===== src/sv/centroid_cosine_accumulator_top_defines.svh =====
// Assertion helpers for the centroid cosine accumulator.
// Both expect clk and rst_n in scope.
`ifndef CENTROID_COSINE_ACCUMULATOR_TOP_DEFINES_SVH
`define CENTROID_COSINE_ACCUMULATOR_TOP_DEFINES_SVH

// Consequent must hold in the same cycle as the antecedent.
`define CCA_ASSERT_SAME(label, ante, cons, msg) \
    label: assert property (@(posedge clk) disable iff (!rst_n) (ante) |-> (cons)) \
        else $error(msg);

// Consequent must hold in the cycle after the antecedent.
`define CCA_ASSERT_NEXT(label, ante, cons, msg) \
    label: assert property (@(posedge clk) disable iff (!rst_n) (ante) |=> (cons)) \
        else $error(msg);

`endif


===== src/sv/cca_pkg.sv =====
package cca_pkg;

    localparam int DIMENSIONS_DEF    = 1024;
    localparam int FRACTION_BITS_DEF = 15;

    localparam int IDX_W   = 10;
    localparam int VAL_W   = 16;
    localparam int ACC_W   = 40;
    localparam int CNT_W   = 20;
    localparam int SQS_W   = 64;
    localparam int DOT_W   = 64;
    localparam int VSQ_W   = 48;
    localparam int COS_W   = 16;
    localparam int PROD_W  = ACC_W + VAL_W;
    localparam int VV_W    = 2 * VAL_W;
    localparam int ROOT_W  = SQS_W / 2;
    localparam int VROOT_W = VSQ_W / 2;
    localparam int DEN_W   = ROOT_W + VROOT_W;
    localparam int NUM_W   = DOT_W;

    localparam logic [ACC_W-1:0] ACC_MAX = {1'b0, {(ACC_W-1){1'b1}}};
    localparam logic [ACC_W-1:0] ACC_MIN = {1'b1, {(ACC_W-1){1'b0}}};
    localparam logic [CNT_W-1:0] CNT_MAX = {CNT_W{1'b1}};
    localparam logic [SQS_W-1:0] SQS_MAX = {SQS_W{1'b1}};
    localparam logic [VSQ_W-1:0] VSQ_MAX = {VSQ_W{1'b1}};
    localparam logic [DOT_W-1:0] DOT_MAX = {1'b0, {(DOT_W-1){1'b1}}};
    localparam logic [DOT_W-1:0] DOT_MIN = {1'b1, {(DOT_W-1){1'b0}}};
    localparam logic [ACC_W-1:0] COS_CAP_POS = ACC_W'(32767);
    localparam logic [ACC_W-1:0] COS_CAP_NEG = ACC_W'(32768);

    typedef enum logic [1:0] {
        OP_SCORE = 2'd0,
        OP_ADD   = 2'd1,
        OP_NORM  = 2'd2,
        OP_CLEAR = 2'd3
    } op_t;

    typedef struct packed {
        logic [1:0]              operation;
        logic [IDX_W-1:0]        index;
        logic signed [VAL_W-1:0] value;
        logic                    last;
    } in_item_t;

    typedef struct packed {
        logic signed [COS_W-1:0] cosine;
        logic                    status;
        logic [CNT_W-1:0]        vector_count;
    } out_item_t;

    typedef enum logic [4:0] {
        ACT_NONE,
        ACT_LOAD,
        ACT_READ_ITEM,
        ACT_READ_PTR,
        ACT_SCORE_MUL,
        ACT_SCORE_ACC,
        ACT_ADD_WRITE,
        ACT_ZERO_WRITE,
        ACT_REC_SQ,
        ACT_REC_ADD,
        ACT_SQRT_S_START,
        ACT_SQRT_V_START,
        ACT_SQRT_S_SAVE,
        ACT_SQRT_V_SAVE,
        ACT_DEN,
        ACT_DIV_COS_START,
        ACT_COS_CAP,
        ACT_DIV_NORM_START,
        ACT_NORM_WRITE,
        ACT_SET_COUNT_ONE,
        ACT_CLEAR_REGS,
        ACT_RES_COS,
        ACT_RES_OK,
        ACT_RES_FAIL
    } act_t;

    typedef struct packed {
        act_t act;
    } cmd_t;

    typedef struct packed {
        op_t  op;
        logic last;
        logic sweep_last;
        logic busy;
        logic count_zero;
        logic root_zero;
        logic empty;
    } stat_t;

endpackage


===== src/sv/cca_ctrl.sv =====
module cca_ctrl (
    input  logic              clk,
    input  logic              rst_n,
    input  logic              item_valid,
    output logic              item_ready,
    output logic              result_valid,
    input  logic              result_ready,
    input  cca_pkg::stat_t    stat,
    output cca_pkg::cmd_t     cmd
);

    typedef enum logic [4:0] {
        S_INIT,
        S_IDLE,
        S_DISPATCH,
        S_SC_MUL,
        S_SC_ACC,
        S_SQS_START,
        S_SQS_WAIT,
        S_SQV_START,
        S_SQV_WAIT,
        S_DEN,
        S_SC_CHK,
        S_COS_WAIT,
        S_ADD_WR,
        S_REC_RD,
        S_REC_SQ,
        S_REC_ADD,
        S_NR_CHK,
        S_NR_ROOT_CHK,
        S_NR_RD,
        S_NR_DIV,
        S_NR_WAIT,
        S_NR_WR,
        S_NR_DONE,
        S_CLR_ZERO,
        S_CLR_REGS,
        S_RESULT
    } state_t;

    state_t        state_reg, state_next;
    cca_pkg::act_t res_act_reg, res_act_next;
    logic          item_ready_reg;
    logic          result_valid_reg, result_valid_next;
    cca_pkg::act_t act;

    always_comb
    begin
        state_next        = state_reg;
        res_act_next      = res_act_reg;
        result_valid_next = result_valid_reg && !result_ready;
        act               = cca_pkg::ACT_NONE;
        case (state_reg)
            S_INIT:
            begin
                act = cca_pkg::ACT_ZERO_WRITE;
                if (stat.sweep_last)
                begin
                    state_next = S_IDLE;
                end
            end
            S_IDLE:
            begin
                if (item_valid && item_ready_reg)
                begin
                    act        = cca_pkg::ACT_LOAD;
                    state_next = S_DISPATCH;
                end
            end
            S_DISPATCH:
            begin
                act = cca_pkg::ACT_READ_ITEM;
                case (stat.op)
                    cca_pkg::OP_SCORE: state_next = S_SC_MUL;
                    cca_pkg::OP_ADD:   state_next = S_ADD_WR;
                    cca_pkg::OP_NORM:  state_next = S_NR_CHK;
                    cca_pkg::OP_CLEAR: state_next = S_CLR_ZERO;
                    default:           state_next = S_IDLE;
                endcase
            end
            S_SC_MUL:
            begin
                act        = cca_pkg::ACT_SCORE_MUL;
                state_next = S_SC_ACC;
            end
            S_SC_ACC:
            begin
                act        = cca_pkg::ACT_SCORE_ACC;
                state_next = stat.last ? S_SQS_START : S_IDLE;
            end
            S_SQS_START:
            begin
                act        = cca_pkg::ACT_SQRT_S_START;
                state_next = S_SQS_WAIT;
            end
            S_SQS_WAIT:
            begin
                if (!stat.busy)
                begin
                    act        = cca_pkg::ACT_SQRT_S_SAVE;
                    state_next = (stat.op == cca_pkg::OP_NORM) ? S_NR_ROOT_CHK : S_SQV_START;
                end
            end
            S_SQV_START:
            begin
                act        = cca_pkg::ACT_SQRT_V_START;
                state_next = S_SQV_WAIT;
            end
            S_SQV_WAIT:
            begin
                if (!stat.busy)
                begin
                    act        = cca_pkg::ACT_SQRT_V_SAVE;
                    state_next = S_DEN;
                end
            end
            S_DEN:
            begin
                act        = cca_pkg::ACT_DEN;
                state_next = S_SC_CHK;
            end
            S_SC_CHK:
            begin
                res_act_next = cca_pkg::ACT_RES_COS;
                if (stat.empty)
                begin
                    state_next = S_RESULT;
                end
                else
                begin
                    act        = cca_pkg::ACT_DIV_COS_START;
                    state_next = S_COS_WAIT;
                end
            end
            S_COS_WAIT:
            begin
                if (!stat.busy)
                begin
                    act        = cca_pkg::ACT_COS_CAP;
                    state_next = S_RESULT;
                end
            end
            S_ADD_WR:
            begin
                act = cca_pkg::ACT_ADD_WRITE;
                if (stat.last)
                begin
                    res_act_next = cca_pkg::ACT_RES_OK;
                    state_next   = S_REC_RD;
                end
                else
                begin
                    state_next = S_IDLE;
                end
            end
            S_REC_RD:
            begin
                act        = cca_pkg::ACT_READ_PTR;
                state_next = S_REC_SQ;
            end
            S_REC_SQ:
            begin
                act        = cca_pkg::ACT_REC_SQ;
                state_next = S_REC_ADD;
            end
            S_REC_ADD:
            begin
                act        = cca_pkg::ACT_REC_ADD;
                state_next = stat.sweep_last ? S_RESULT : S_REC_RD;
            end
            S_NR_CHK:
            begin
                if (stat.count_zero)
                begin
                    res_act_next = cca_pkg::ACT_RES_FAIL;
                    state_next   = S_RESULT;
                end
                else
                begin
                    act        = cca_pkg::ACT_SQRT_S_START;
                    state_next = S_SQS_WAIT;
                end
            end
            S_NR_ROOT_CHK:
            begin
                if (stat.root_zero)
                begin
                    act          = cca_pkg::ACT_SET_COUNT_ONE;
                    res_act_next = cca_pkg::ACT_RES_FAIL;
                    state_next   = S_REC_RD;
                end
                else
                begin
                    res_act_next = cca_pkg::ACT_RES_OK;
                    state_next   = S_NR_RD;
                end
            end
            S_NR_RD:
            begin
                act        = cca_pkg::ACT_READ_PTR;
                state_next = S_NR_DIV;
            end
            S_NR_DIV:
            begin
                act        = cca_pkg::ACT_DIV_NORM_START;
                state_next = S_NR_WAIT;
            end
            S_NR_WAIT:
            begin
                if (!stat.busy)
                begin
                    state_next = S_NR_WR;
                end
            end
            S_NR_WR:
            begin
                act        = cca_pkg::ACT_NORM_WRITE;
                state_next = stat.sweep_last ? S_NR_DONE : S_NR_RD;
            end
            S_NR_DONE:
            begin
                act        = cca_pkg::ACT_SET_COUNT_ONE;
                state_next = S_REC_RD;
            end
            S_CLR_ZERO:
            begin
                act = cca_pkg::ACT_ZERO_WRITE;
                if (stat.sweep_last)
                begin
                    state_next = S_CLR_REGS;
                end
            end
            S_CLR_REGS:
            begin
                act          = cca_pkg::ACT_CLEAR_REGS;
                res_act_next = cca_pkg::ACT_RES_OK;
                state_next   = S_RESULT;
            end
            S_RESULT:
            begin
                // hold until the output register is free
                if (!result_valid_reg || result_ready)
                begin
                    act               = res_act_reg;
                    result_valid_next = 1'b1;
                    state_next        = S_IDLE;
                end
            end
            default:
            begin
                state_next = S_IDLE;
            end
        endcase
    end

    always_ff @(posedge clk or negedge rst_n)
    begin
        if (!rst_n)
        begin
            state_reg        <= S_INIT;
            res_act_reg      <= cca_pkg::ACT_RES_OK;
            item_ready_reg   <= 1'b0;
            result_valid_reg <= 1'b0;
        end
        else
        begin
            state_reg        <= state_next;
            res_act_reg      <= res_act_next;
            item_ready_reg   <= (state_next == S_IDLE);
            result_valid_reg <= result_valid_next;
        end
    end

    assign cmd.act      = act;
    assign item_ready   = item_ready_reg;
    assign result_valid = result_valid_reg;

endmodule


===== config.mk =====
export PLATFORM = sky130hd
export DESIGN_NAME = cca_ctrl
export DESIGN_NICKNAME = d
export VERILOG_FILES = /design/src/sv/centroid_cosine_accumulator_top_defines.svh /design/src/sv/cca_pkg.sv /design/src/sv/cca_ctrl.sv
export SDC_FILE = /design/constraint.sdc
export NUM_CORES = 1
export LEC_CHECK = 0
export BUFFER_PORTS_ARGS = -buffer_cell sky130_fd_sc_hd__buf_2
export CELL_PAD_IN_SITES_DETAIL_PLACEMENT = 1
export CELL_PAD_IN_SITES_GLOBAL_PLACEMENT = 1
export CORE_ASPECT_RATIO = 0.8
export CORE_MARGIN = 3
export CORE_UTILIZATION = 44
export CTS_CLUSTER_SIZE = 16
export DETAILED_ROUTE_END_ITERATION = 10
export PLACE_DENSITY_LB_ADDON = 0.1
export SLEW_MARGIN = 20
export SYNTH_ARGS = -nofsm -noshare
export SYNTH_HDL_FRONTEND = slang
export SYNTH_SLANG_ARGS = --single-unit

===== constraint.sdc =====
create_clock -name clk -period 4.1 [get_ports clk]
set_input_delay 0.205 -clock clk [delete_from_list [all_inputs] [get_ports clk]]
set_output_delay 0.205 -clock clk [all_outputs]
set_load 0.02 [all_outputs]

; Word level (Yosys, flattened, before mapping)
; Index checks and enable logic that the tools add are counted.
[totals]
reg_bits = 12
latchBits = 0
ram_bits = 0
mem_bits_ro = 0
elab_cells = 79
memories = 0
[op_classes]
n_addsub = 0
multipliers = 0
div_mod_pow = 0
n_lt_le_gt_ge = 0
n_eq_ne = 31
n_shift = 0
muxes = 33
bitwise = 0
reduce_logical = 11
[op_table]
columns = operator, count
row1 = $pmux 5 s26, 1
row2 = $pmux 5 s23, 1
row3 = $mux 5, 18
row4 = $eq 5x5->1 const B, 10
row5 = $eq 5x4->1 const B, 8
row6 = $pmux 5 s5, 1
row7 = $eq 5x3->1 const B, 4
row8 = $mux 4, 5
row9 = $pmux 5 s4, 1
row10 = $eq 5x1->1 const B, 2
row11 = $eq 5x2->1 const B, 2
row12 = $mux 3, 2
row13 = $logic_not 5->1, 1
row14 = $reduce_bool 5->1, 1
row15 = $eq 2x2->1 const B, 2
row16 = $mux 1, 4
row17 = $ne 2x2->1 const B, 2
row18 = $reduce_or 2->1, 2
row19 = $reduce_and 3->1, 1
row20 = $eq 2x1->1 const B, 1
row21 = $logic_and 1x1->1, 2
row22 = $logic_not 1->1, 2
row23 = $logic_not 2->1, 1
row24 = $logic_or 1x1->1, 1

; Logic depth before layout (Yosys ltp)
; Gate-level depths: netlist (run 1).
[logic_depth]
word_depth = 5
depth_mapped = 9

; Worst setup path before layout (run 1)
; No wires, ideal clock.
[synth_path]
kind = register to register
from = register state_reg[2]
to = register item_ready_reg (netlist: item_ready)
arrival_ns = 1.960
required_ns = 4.023
path_slack_ns = 2.063
stages_incl_launch_ff = 8
n_path_buf = 1
cell_sequence = dfrtp_1 -> buf_6 -> nor2b_4 -> a22o_1 -> a211o_1 -> a221o_1 -> or4_1 -> a21oi_1
[synth_via]
elab_chain_cells = 3
word_cells_on_any_way = 36
[synth_rtl]
columns = item, line
row1 = start: declaration, cca_ctrl.sv:41  ; state_t state_reg, state_next;
row2 = start signal: assignment, cca_ctrl.sv:267  ; state_reg <= state_next;
row3 = "$eq 5x5->1, or another cell as far along", cca_ctrl.sv:53  ; case (state_reg)
row4 = $pmux 5 s26 *, cca_ctrl.sv:53
row5 = via state_next[3], cca_ctrl.sv:41
row6 = $eq 5x1->1 *, cca_ctrl.sv:269  ; item_ready_reg <= (state_next == S_IDLE);
row7 = end signal: assignment, cca_ctrl.sv:269
row8 = end: declaration, cca_ctrl.sv:43  ; logic item_ready_reg;
; Mark *: on every way through the listed nets, which the timed path passes. The rest lies on a longest branch.
; A chain may end at the register's enable or synchronous reset.

==> results.ini, run 1 <==
[yosys]
synth_edf_count = 0
synth_area_sq_um = 1340
ys_warn_count = 0
ys_ff_latch = 9
syn-num-nets = 207
async_reset_ff_share_pct = 100
yosysUniqueCellTypes = 52
syn_area_per_cell_sq_um = 7.07
syn_inst = 190
ys_seq_area_share_pct = 16.9
ys.flop_type = dfrtp_1

[die]
die_y_um = 55.4
num_rows = 17
die-area_sq_um = 3750
ioPinCount = 19
start_util_pct = 47.5
core_region_area_sq_um = 2830
die_w_um = 67.8

[global_routing]
gr-total-overflow = 0
grt_pass1_vias = 1545
grt_antenna_before_repair = 0
track_usage_pct = 27.7
grt_max_degree = 33
grt_pass1_wl_mm = 8.00

[drt]
routed_wl_mm = 4.81
via_count = 1582
drt_first_iter_violations = 114
vias_per_cell = 6.79
ant_nets = 0
first_pass_iters = 4
wl_per_cell_um = 20.7
drc = 0

[setup_path]
cp_cell_sequence = nand2_1 > or3_1 > nor2_1 > a22oi_1 > nand3_1 > buf_2
worstSetupEndpointType = output pin
arrival_ps = 2840
timing.rr.start = state_reg[0]
cp-start-kind = register
critPathMaxFanout = 32
r2r_cells = 6
r2r_setup_slack_ps = 1300
max_stage_delay_ps = 1020
slowest_stage = dfrtp_1
cp.required_ps = 3890
r2r-end = item_ready
critPathKind = reg2out

[outcome]
status = complete, no violations

[timing]
maxSlewHeadroom_pct = 30.1
fin_tns_setup_ps = 0
rsz0062_at_grt = false
finalHoldViolCount = 0
fmax_mhz = 328
slew_viol_final = 0
period_share_pct = 74.3
worst_slew_pin_slew_ps = 1050
setup_violations = 0
clock_skew_ps = 3.93
period_minus_slack_ps = 3050

[clock_tree]
hold_buffers = 1
root_buffer = clkbuf_8
clockBufferDepth = 2
cts_tree = done
cts_resized = 0
cts_setup_buffers = 0
insertion_delay_ps = 240
cts_max_level = 1
numCtsBuffers = 3
path_clk_slew_ps = 50
cts.sinks = 9

[hold_path]
whs_path_depth = 3
worstHoldStart = result_ready
holdCritPathClass = in2reg
holdPathEnd = result_valid

[layout]
fin_nets = 213
largest_register_ffs = 5
drive_gt1_share_pct = 15.4
area_delta_synth_final_pct = 6.99
diodes = 0

[placed_design]
place.gp.congestion = 0.893
io_buffers = 18
dpl.hpwl_mm = 3.56

[power]
total_power_uw = 1210
powerDensity_nw_per_um2 = 839
p_leak_uw = 0.000577
vdd_drop_max_mv = 0.403

[job]
maxCapViolations = 0

[per-layer routing]
layer | track usage, % | share of wire, %
met5 | 0 | 0
met4 | 9.25 | 2.3
met3 | 6.50 | 8.3
met2 | 39.5 | 44
met1 | 40.3 | 45
[final cells by class]
cell class | instances | area (sq um)
fillers | 382 | 1390
inverters | 6 | 22.5
clock buffers | 4 | 45.0
multi-input cells | 156 | 987
flip-flops and latches | 9 | 226
well taps | 38 | 47.5
repair buffers | 20 | 108
[cell usage in the layout (no fill, tap or decap), types with 7 or more instances in the layout]
cell	instances
a21oi_1	12
a22oi_1	7
buf_2	18
dfrtp_1	8
nand2_1	16
nand3_1	11
nor2_1	18
nor2b_1	10
o21ai_0	13
[worst max-delay path, delay by kind of cell, from the launching register on]
family | cells | cell delay, ps
AND/OR/NAND/NOR | 4 | 1270
flip-flops | 1 | 1020
buffers and inverters | 1 | 170
AO/OA/AOI/OAI | 1 | 120
[synthesized netlist by cell type, drive strengths merged (2+ instances only)]
master | count | share of area [%]
nor2 | 19 | 5.5
nand2 | 16 | 4.5
o21ai | 13 | 4.8
a21oi | 12 | 4.5
nor2b | 12 | 6.7
nand3 | 11 | 4.1
buf | 10 | 5.4
clkbuf | 9 | 2.5
dfrtp | 8 | 15
a22oi | 7 | 3.9
inv | 6 | 1.7
nor3 | 6 | 2.2
ha | 5 | 4.7
o22ai | 5 | 2.3
a31oi | 4 | 1.9
nand2b | 4 | 2.1
mux2i | 3 | 2.2
nor4 | 3 | 1.4
o21bai | 3 | 1.7
a221o | 2 | 1.5
a22o | 2 | 1.3
nand4b | 2 | 1.3
o2111ai | 2 | 1.3
o221ai | 2 | 1.3
o311ai | 2 | 1.3
o32ai | 2 | 1.3
or2 | 2 | 0.93
[report_power, final]
| part | total (uW) | switching, uW | leakage (uW) | internal (uW) |
|---|---|---|---|---|
| clock | 108 | 39.5 | 0.0000228 | 68.2 |
| combinational | 788 | 478 | 0.000443 | 311 |
| sequential | 309 | 180 | 0.000112 | 129 |
| total | 1210 | 698 | 0.000577 | 507 |
[kinds of logic after synthesis]
| logic type | Yosys count | synth area share, % |
|---|---|---|
| flip-flops | 9 | 16.9 |
| AO/OA/AOI/OAI | 65 | 33.2 |
| multiplexers | 4 | 3.08 |
| adder cells (fa/ha/maj) | 5 | 4.66 |
| buffers and inverters | 25 | 9.60 |
| AND/OR/NAND/NOR | 82 | 32.6 |
[how the worst max path moves through the flow]
stage	cells past startpoint	to	from	slack, ps
finish	6	cmd[0]	state_reg[0]	1050
global route	6	cmd[0]	state_reg[0]	910
CTS	6	cmd[0]	state_reg[0]	1150
detailed placement	6	item_ready	state_reg[0]	1360
global placement	6	item_ready	state_reg[0]	1400
floorplan	7	item_ready	state_reg[2]	2060
[per-stage QoR]
| stage | setup WS [ps] | hold slack, ps | utilization (%) | std cells | cell area (sq um) |
|---|---|---|---|---|---|
| 5_1_grt | 909 | 353 | 50.8 | 233 | 1440 |
| 3_5_place_dp | 1360 | 75.2 | 48.8 | 228 | 1380 |
| 2_1_floorplan | 2060 | -90.6 | - | 190 | 1340 |
| 3_3_place_gp | 1400 | 61.7 | 48.8 | 228 | 1380 |
| 6_report | 1050 | 311 | 50.8 | 233 | 1440 |
| 4_1_cts | 1150 | 312 | 50.8 | 233 | 1440 |
Note: power is estimated with default switching activity, not from simulation.
==> run 2, diff against run 1 <==
--- a/config.mk
+++ b/config.mk
@@ -5,12 +5,13 @@
 export SDC_FILE = /design/constraint.sdc
 export NUM_CORES = 1
 export LEC_CHECK = 0
+export ABC_AREA = 1
 export BUFFER_PORTS_ARGS = -buffer_cell sky130_fd_sc_hd__buf_2
 export CELL_PAD_IN_SITES_DETAIL_PLACEMENT = 1
 export CELL_PAD_IN_SITES_GLOBAL_PLACEMENT = 1
 export CORE_ASPECT_RATIO = 0.8
 export CORE_MARGIN = 3
-export CORE_UTILIZATION = 44
+export CORE_UTILIZATION = 35
 export CTS_CLUSTER_SIZE = 16
 export DETAILED_ROUTE_END_ITERATION = 10
 export PLACE_DENSITY_LB_ADDON = 0.1
==> constraint.sdc (replaced) <==
create_clock -name clk -period 2.55 [get_ports clk]
set_input_delay 0.1275 -clock clk [delete_from_list [all_inputs] [get_ports clk]]
set_output_delay 0.1275 -clock clk [all_outputs]
set_load 0.02 [all_outputs]
==> run 2 against run 1 <==
Net effect: via count grew 5.3%; non-clock buffer count shrank 1; critical path depth grew 2; cell count grew 35%; area after synthesis grew 3.5%; critical path type unchanged; largest power group unchanged.
==> results.ini, run 2 <==
[yosys]
syn_area_per_cell_sq_um = 5.70
synth_common_cells = nor2_1, nand2_1, inv_1
ys_seq_area_share_pct = 16.3
synth_top_cell_by_area = nor2_1
synth_area_leaders = nor2_1, nand2_1, dfrtp_1
ys_ff_latch = 9
synth_edf_count = 0
ys_warn_count = 0
async_reset_ff_share_pct = 100
synth_top_area_share_pct = 15.7
synth_area_sq_um = 1390
syn-num-nets = 261
yosysUniqueCellTypes = 31
syn_inst = 244
ys.flop_type = dfrtp_1
synth_most_common_cell = nor2_1

[power]
vdd_drop_max_mv = 0.539
powerDensity_nw_per_um2 = 1080
p_leak_uw = 0.000909

[timing]
fin_tns_setup_ps = 0
hold_ws_ps = 230
finalHoldViolCount = 0
slew_viol_final = 0
period_share_pct = 95.8
setup_violations = 0
rsz0062_at_grt = false
fmax_mhz = 410
maxSlewHeadroom_pct = 71.8
worst_slew_pin_slew_ps = 418
clock_skew_ps = 2.55
period_minus_slack_ps = 2440

[drt]
ant_nets = 0
drc = 0
vias_per_cell = 5.31
first_pass_iters = 4
wl_per_cell_um = 16.5
via_count = 1666
drt_first_iter_violations = 186
routed_wl_mm = 5.18

[outcome]
status = complete, no violations

[layout]
layout.cells.non_filler = 314
final_core_util_pct = 43.0
diodes = 0
drive_gt1_share_pct = 17.6
final_cell_mix = nor2_1, nand2_1, inv_1
multiInputGateArea_sq_um = 985
fin_nets = 280
mostFrequentLayoutCell = nor2_1
fillers = 554
area_delta_synth_final_pct = 11.8
regArea_sq_um = 229
largest_register_ffs = 5

[global_routing]
grt_max_degree = 13
grt_pass1_wl_mm = 8.45
grt_pass1_vias = 1665
gr-total-overflow = 0
track_usage_pct = 22.1
grt_antenna_before_repair = 0

[hold_path]
holdCritPathClass = in2reg

[clock_tree]
numCtsBuffers = 3
clockBufferDepth = 2
insertion_delay_ps = 240
root_buffer = clkbuf_8
path_clk_slew_ps = 50
cts_setup_buffers = 0
cts.sinks = 9
cts_tree = done
cts_max_level = 1

[placed_design]
place.gp.congestion = 1.01
dpl.hpwl_mm = 4.36
placed_cells = 309
io_buffers = 18

[die]
die_y_um = 62.4
num_rows = 19
ioPinCount = 19
core_region_area_sq_um = 3610
die-area_sq_um = 4770
die_w_um = 76.5
start_util_pct = 38.5

[job]
maxCapViolations = 0

[setup_path]
worstSetupEndpointType = output pin
cp-start-kind = register
critPathMaxFanout = 12
cp.required_ps = 2420
arrival_ps = 2310
critPathKind = reg2out

-- run 2: cell types whose count changed after synthesis, moves of 5 or more --
cell	previous run	this run
o22ai_1	5	0
nor2_1	18	58
nand2_1	16	56
a22oi_1	7	0
nand3_2	0	7
a21oi_1	12	3
nand3_1	11	28
o21ai_0	13	8
clkbuf_1	9	0
nor2b_1	10	0
inv_1	6	30
-- run 2: path summary, 6_finish.rpt --
| check | start | to | slack, ps | cells past startpoint |
|---|---|---|---|---|
| worst max-delay path | state_reg[4] | cmd[2] | 110 | 8 |
| worst min-delay path | result_ready | result_valid | 230 | 4 |
| worst max register to register | state_reg[4] | item_ready | 570 | 10 |
| worst min register to register | res_act_reg[1] | res_act_reg[1] | 510 | 2 |
| min in group asynchronous | rst_n | state_reg[2] | 300 | 2 |
| max in group asynchronous | rst_n | res_act_reg[1] | 2000 | 2 |
-- run 2: per-layer routing --
layer	vias up	wire, um	global-route usage (%)
met3	6	407	4.48
met1	778	2420	31.2
li1	816	-	-
met4	0	58	3.39
met2	66	2290	35.5
met5	-	0	0
-- run 2: cell type report --
class,instances,area share [%]
Timing Repair Buffer,19,6.44
Tap cell,52,4.19
Multi-Input combinational cell,196,63.4
Clock buffer,4,2.90
Sequential cell,9,14.7
Inverter,34,8.37
-- run 2: stage by stage --
step           power [uW]  setup WS [ps]  area, sq um
2_1_floorplan        1170            975         1390
3_3_place_gp         1480            315         1500
3_5_place_dp         1480            319         1500
4_1_cts              1660           37.6         1550
5_1_grt              1820           16.6         1550
6_report             1680            108         1550
-- run 2: worst max-delay path, cell delays in order (launching register included) --
cell	delay [ps]
dfrtp_2	500
inv_2	230
nand3_2	190
nor2_1	300
nand2_1	180
o21ai_0	220
a211oi_1	140
nand3_1	130
buf_2	180
-- run 2: power by group --
group          internal [uW]  total (uW)  switching [uW]
Clock                    110         174            64.5
Combinational            357        1190             832
Sequential               206         318             112
Total                    673        1680            1010
-- run 2: what timing repair did --
action	4_1_cts	5_1_grt
endpoints found under the hold margin	9	0
endpoints found under the setup margin	0	3
gates resized for setup	0	2
hold buffers	1	0
-- run 2: logic make-up after synthesis --
family | Yosys count | synth area share, %
fa+ha+maj | 5 | 4.50
simple gates | 172 | 58.3
buf+inv | 39 | 12.9
flops | 9 | 16.3
compound gates | 19 | 8.01
==> run 3, diff against run 2 <==
--- a/config.mk
+++ b/config.mk
@@ -14,7 +14,7 @@
 export CORE_UTILIZATION = 35
 export CTS_CLUSTER_SIZE = 16
 export DETAILED_ROUTE_END_ITERATION = 10
-export PLACE_DENSITY_LB_ADDON = 0.1
+export PLACE_DENSITY = 0.87
 export SLEW_MARGIN = 20
 export SYNTH_ARGS = -nofsm -noshare
 export SYNTH_HDL_FRONTEND = slang
==> constraint.sdc (replaced) <==
create_clock -name clk -period 2.55 [get_ports clk]
set_input_delay 0.255 -clock clk [delete_from_list [all_inputs] [get_ports clk]]
set_output_delay 0.255 -clock clk [all_outputs]
set_load 0.02 [all_outputs]
==> run 3 against run 2 <==
Net effect: clock skew hardly changed; first-iteration DRC count is 22% higher; register-to-register slack improved by 30 ps; worst hold slack better by 180 ps; via count is 0.18% higher; largest cell class unchanged.
==> results.ini, run 3 (synthesis gave the netlist of run 2 again) <==
[outcome]
status = complete, no violations

[die]
core_region_area_sq_um = 3610
start_util_pct = 38.5
ioPinCount = 19
die_y_um = 62.4
num_rows = 19
die_w_um = 76.5
die-area_sq_um = 4770

[power]
p_leak_uw = 0.000919
powerDensity_nw_per_um2 = 1070
vdd_drop_max_mv = 0.509
total_power_uw = 1680

[layout]
area_delta_synth_final_pct = 12.7
fin_area_sq_um = 1570
drive_gt1_share_pct = 17.9
final_core_util_pct = 43.4
final_cell_mix = nor2_1, nand2_1, inv_1
largest_register_ffs = 5
fin_nets = 281
diodes = 0
mostFrequentLayoutCell = nor2_1

[setup_path]
max_stage_delay_ps = 520
r2r-end = state_reg[0]
cp.required_ps = 2300
cp_cell_sequence = inv_1 > nand3_2 > nor2_1 > nand2_1 > o21ai_0 > a211oi_1 > nand3_1 > buf_2
r2r_setup_slack_ps = 600
critPathBufInv = 2
critPathMaxFanout = 10
worstSetupEndpointType = output pin
slowest_stage = dfrtp_2
critPathKind = reg2out
r2r_cells = 9
timing.rr.start = state_reg[1]
crit_family = flip-flops
arrival_ps = 2060
cp-start-kind = register

[clock_tree]
insertion_delay_ps = 240
numCtsBuffers = 3
cts_max_level = 1
path_clk_slew_ps = 50
cts_setup_buffers = 0
cts.sinks = 9
cts_tree = done
clockBufferDepth = 2
root_buffer = clkbuf_8

[drt]
ant_nets = 0
vias_per_cell = 5.30
routed_wl_mm = 5.20
first_pass_iters = 5
drt_first_iter_violations = 226
via_count = 1669
drc = 0
wl_per_cell_um = 16.5

[placed_design]
io_buffers = 18
place.gp.congestion = 0.933
dpl.hpwl_mm = 4.39
place_area_sq_um = 1500

[timing]
slew_viol_final = 0
rsz0062_at_grt = false
fmax_mhz = 432
clock_skew_ps = 2.67
setup_violations = 0
period_share_pct = 90.7
finalHoldViolCount = 0
maxSlewHeadroom_pct = 72.9
worst_slew_pin_slew_ps = 406
fin_tns_setup_ps = 0
period_minus_slack_ps = 2310

[job]
maxCapViolations = 0

[global_routing]
gr-total-overflow = 0
grt_max_degree = 13
grt_antenna_before_repair = 0
grt_pass1_wl_mm = 8.53
track_usage_pct = 22.4
grt_pass1_vias = 1662

[hold_path]
holdCritPathClass = in2async

run 3: repair_timing:
action / in CTS / in global routing
setup endpoints to repair: 0 / 3
resized for setup: 0 / 2
hold buffers: 1 / 0
hold endpoints to repair: 8 / 0
run 3: final cells by class:
| cell class | count | area (sq um) |
|---|---|---|
| inverter | 34 | 130 |
| tap | 52 | 65.1 |
| timing repair buffer | 20 | 108 |
| multi-input combinational | 196 | 991 |
| clock buffer | 4 | 45.0 |
| sequential | 9 | 228 |
| fill | 529 | 2050 |
run 3: per-stage QoR:
| stage | instances | worst slack [ps] | hold WS [ps] |
|---|---|---|---|
| finish | 315 | 237 | 410 |
| global route | 315 | 47.9 | 422 |
| CTS | 315 | 133 | 406 |
| detailed placement | 310 | 398 | 128 |
| global placement | 310 | 405 | 125 |
| floorplan | 244 | 847 | -40.6 |
run 3: worst max-delay path by stage:
| stage | cells after the start | slack (ps) | start | endpoint |
|---|---|---|---|---|
| after global placement | 8 | 410 | state_reg[0] | cmd[1] |
| after floorplan | 8 | 850 | state_reg[4] | cmd[1] |
| after CTS | 8 | 130 | state_reg[0] | cmd[2] |
| after detailed placement | 8 | 400 | state_reg[0] | cmd[2] |
| after global routing | 8 | 50 | state_reg[1] | cmd[1] |
| final | 8 | 240 | state_reg[0] | cmd[2] |
run 3: where the power goes:
group	total (uW)	switching, uW	internal [uW]
Clock	173	63.7	110
Sequential	304	99.1	205
Combinational	1200	836	365
run 3: layer usage:
metal / global-route usage [%] / vias to the layer above / routed length (um)
met5: 0 / - / 0
met4: 4.07 / 0 / 23
met3: 5.78 / 2 / 534
met2: 35.3 / 75 / 2290
met1: 31.0 / 774 / 2350
li1: - / 818 / -
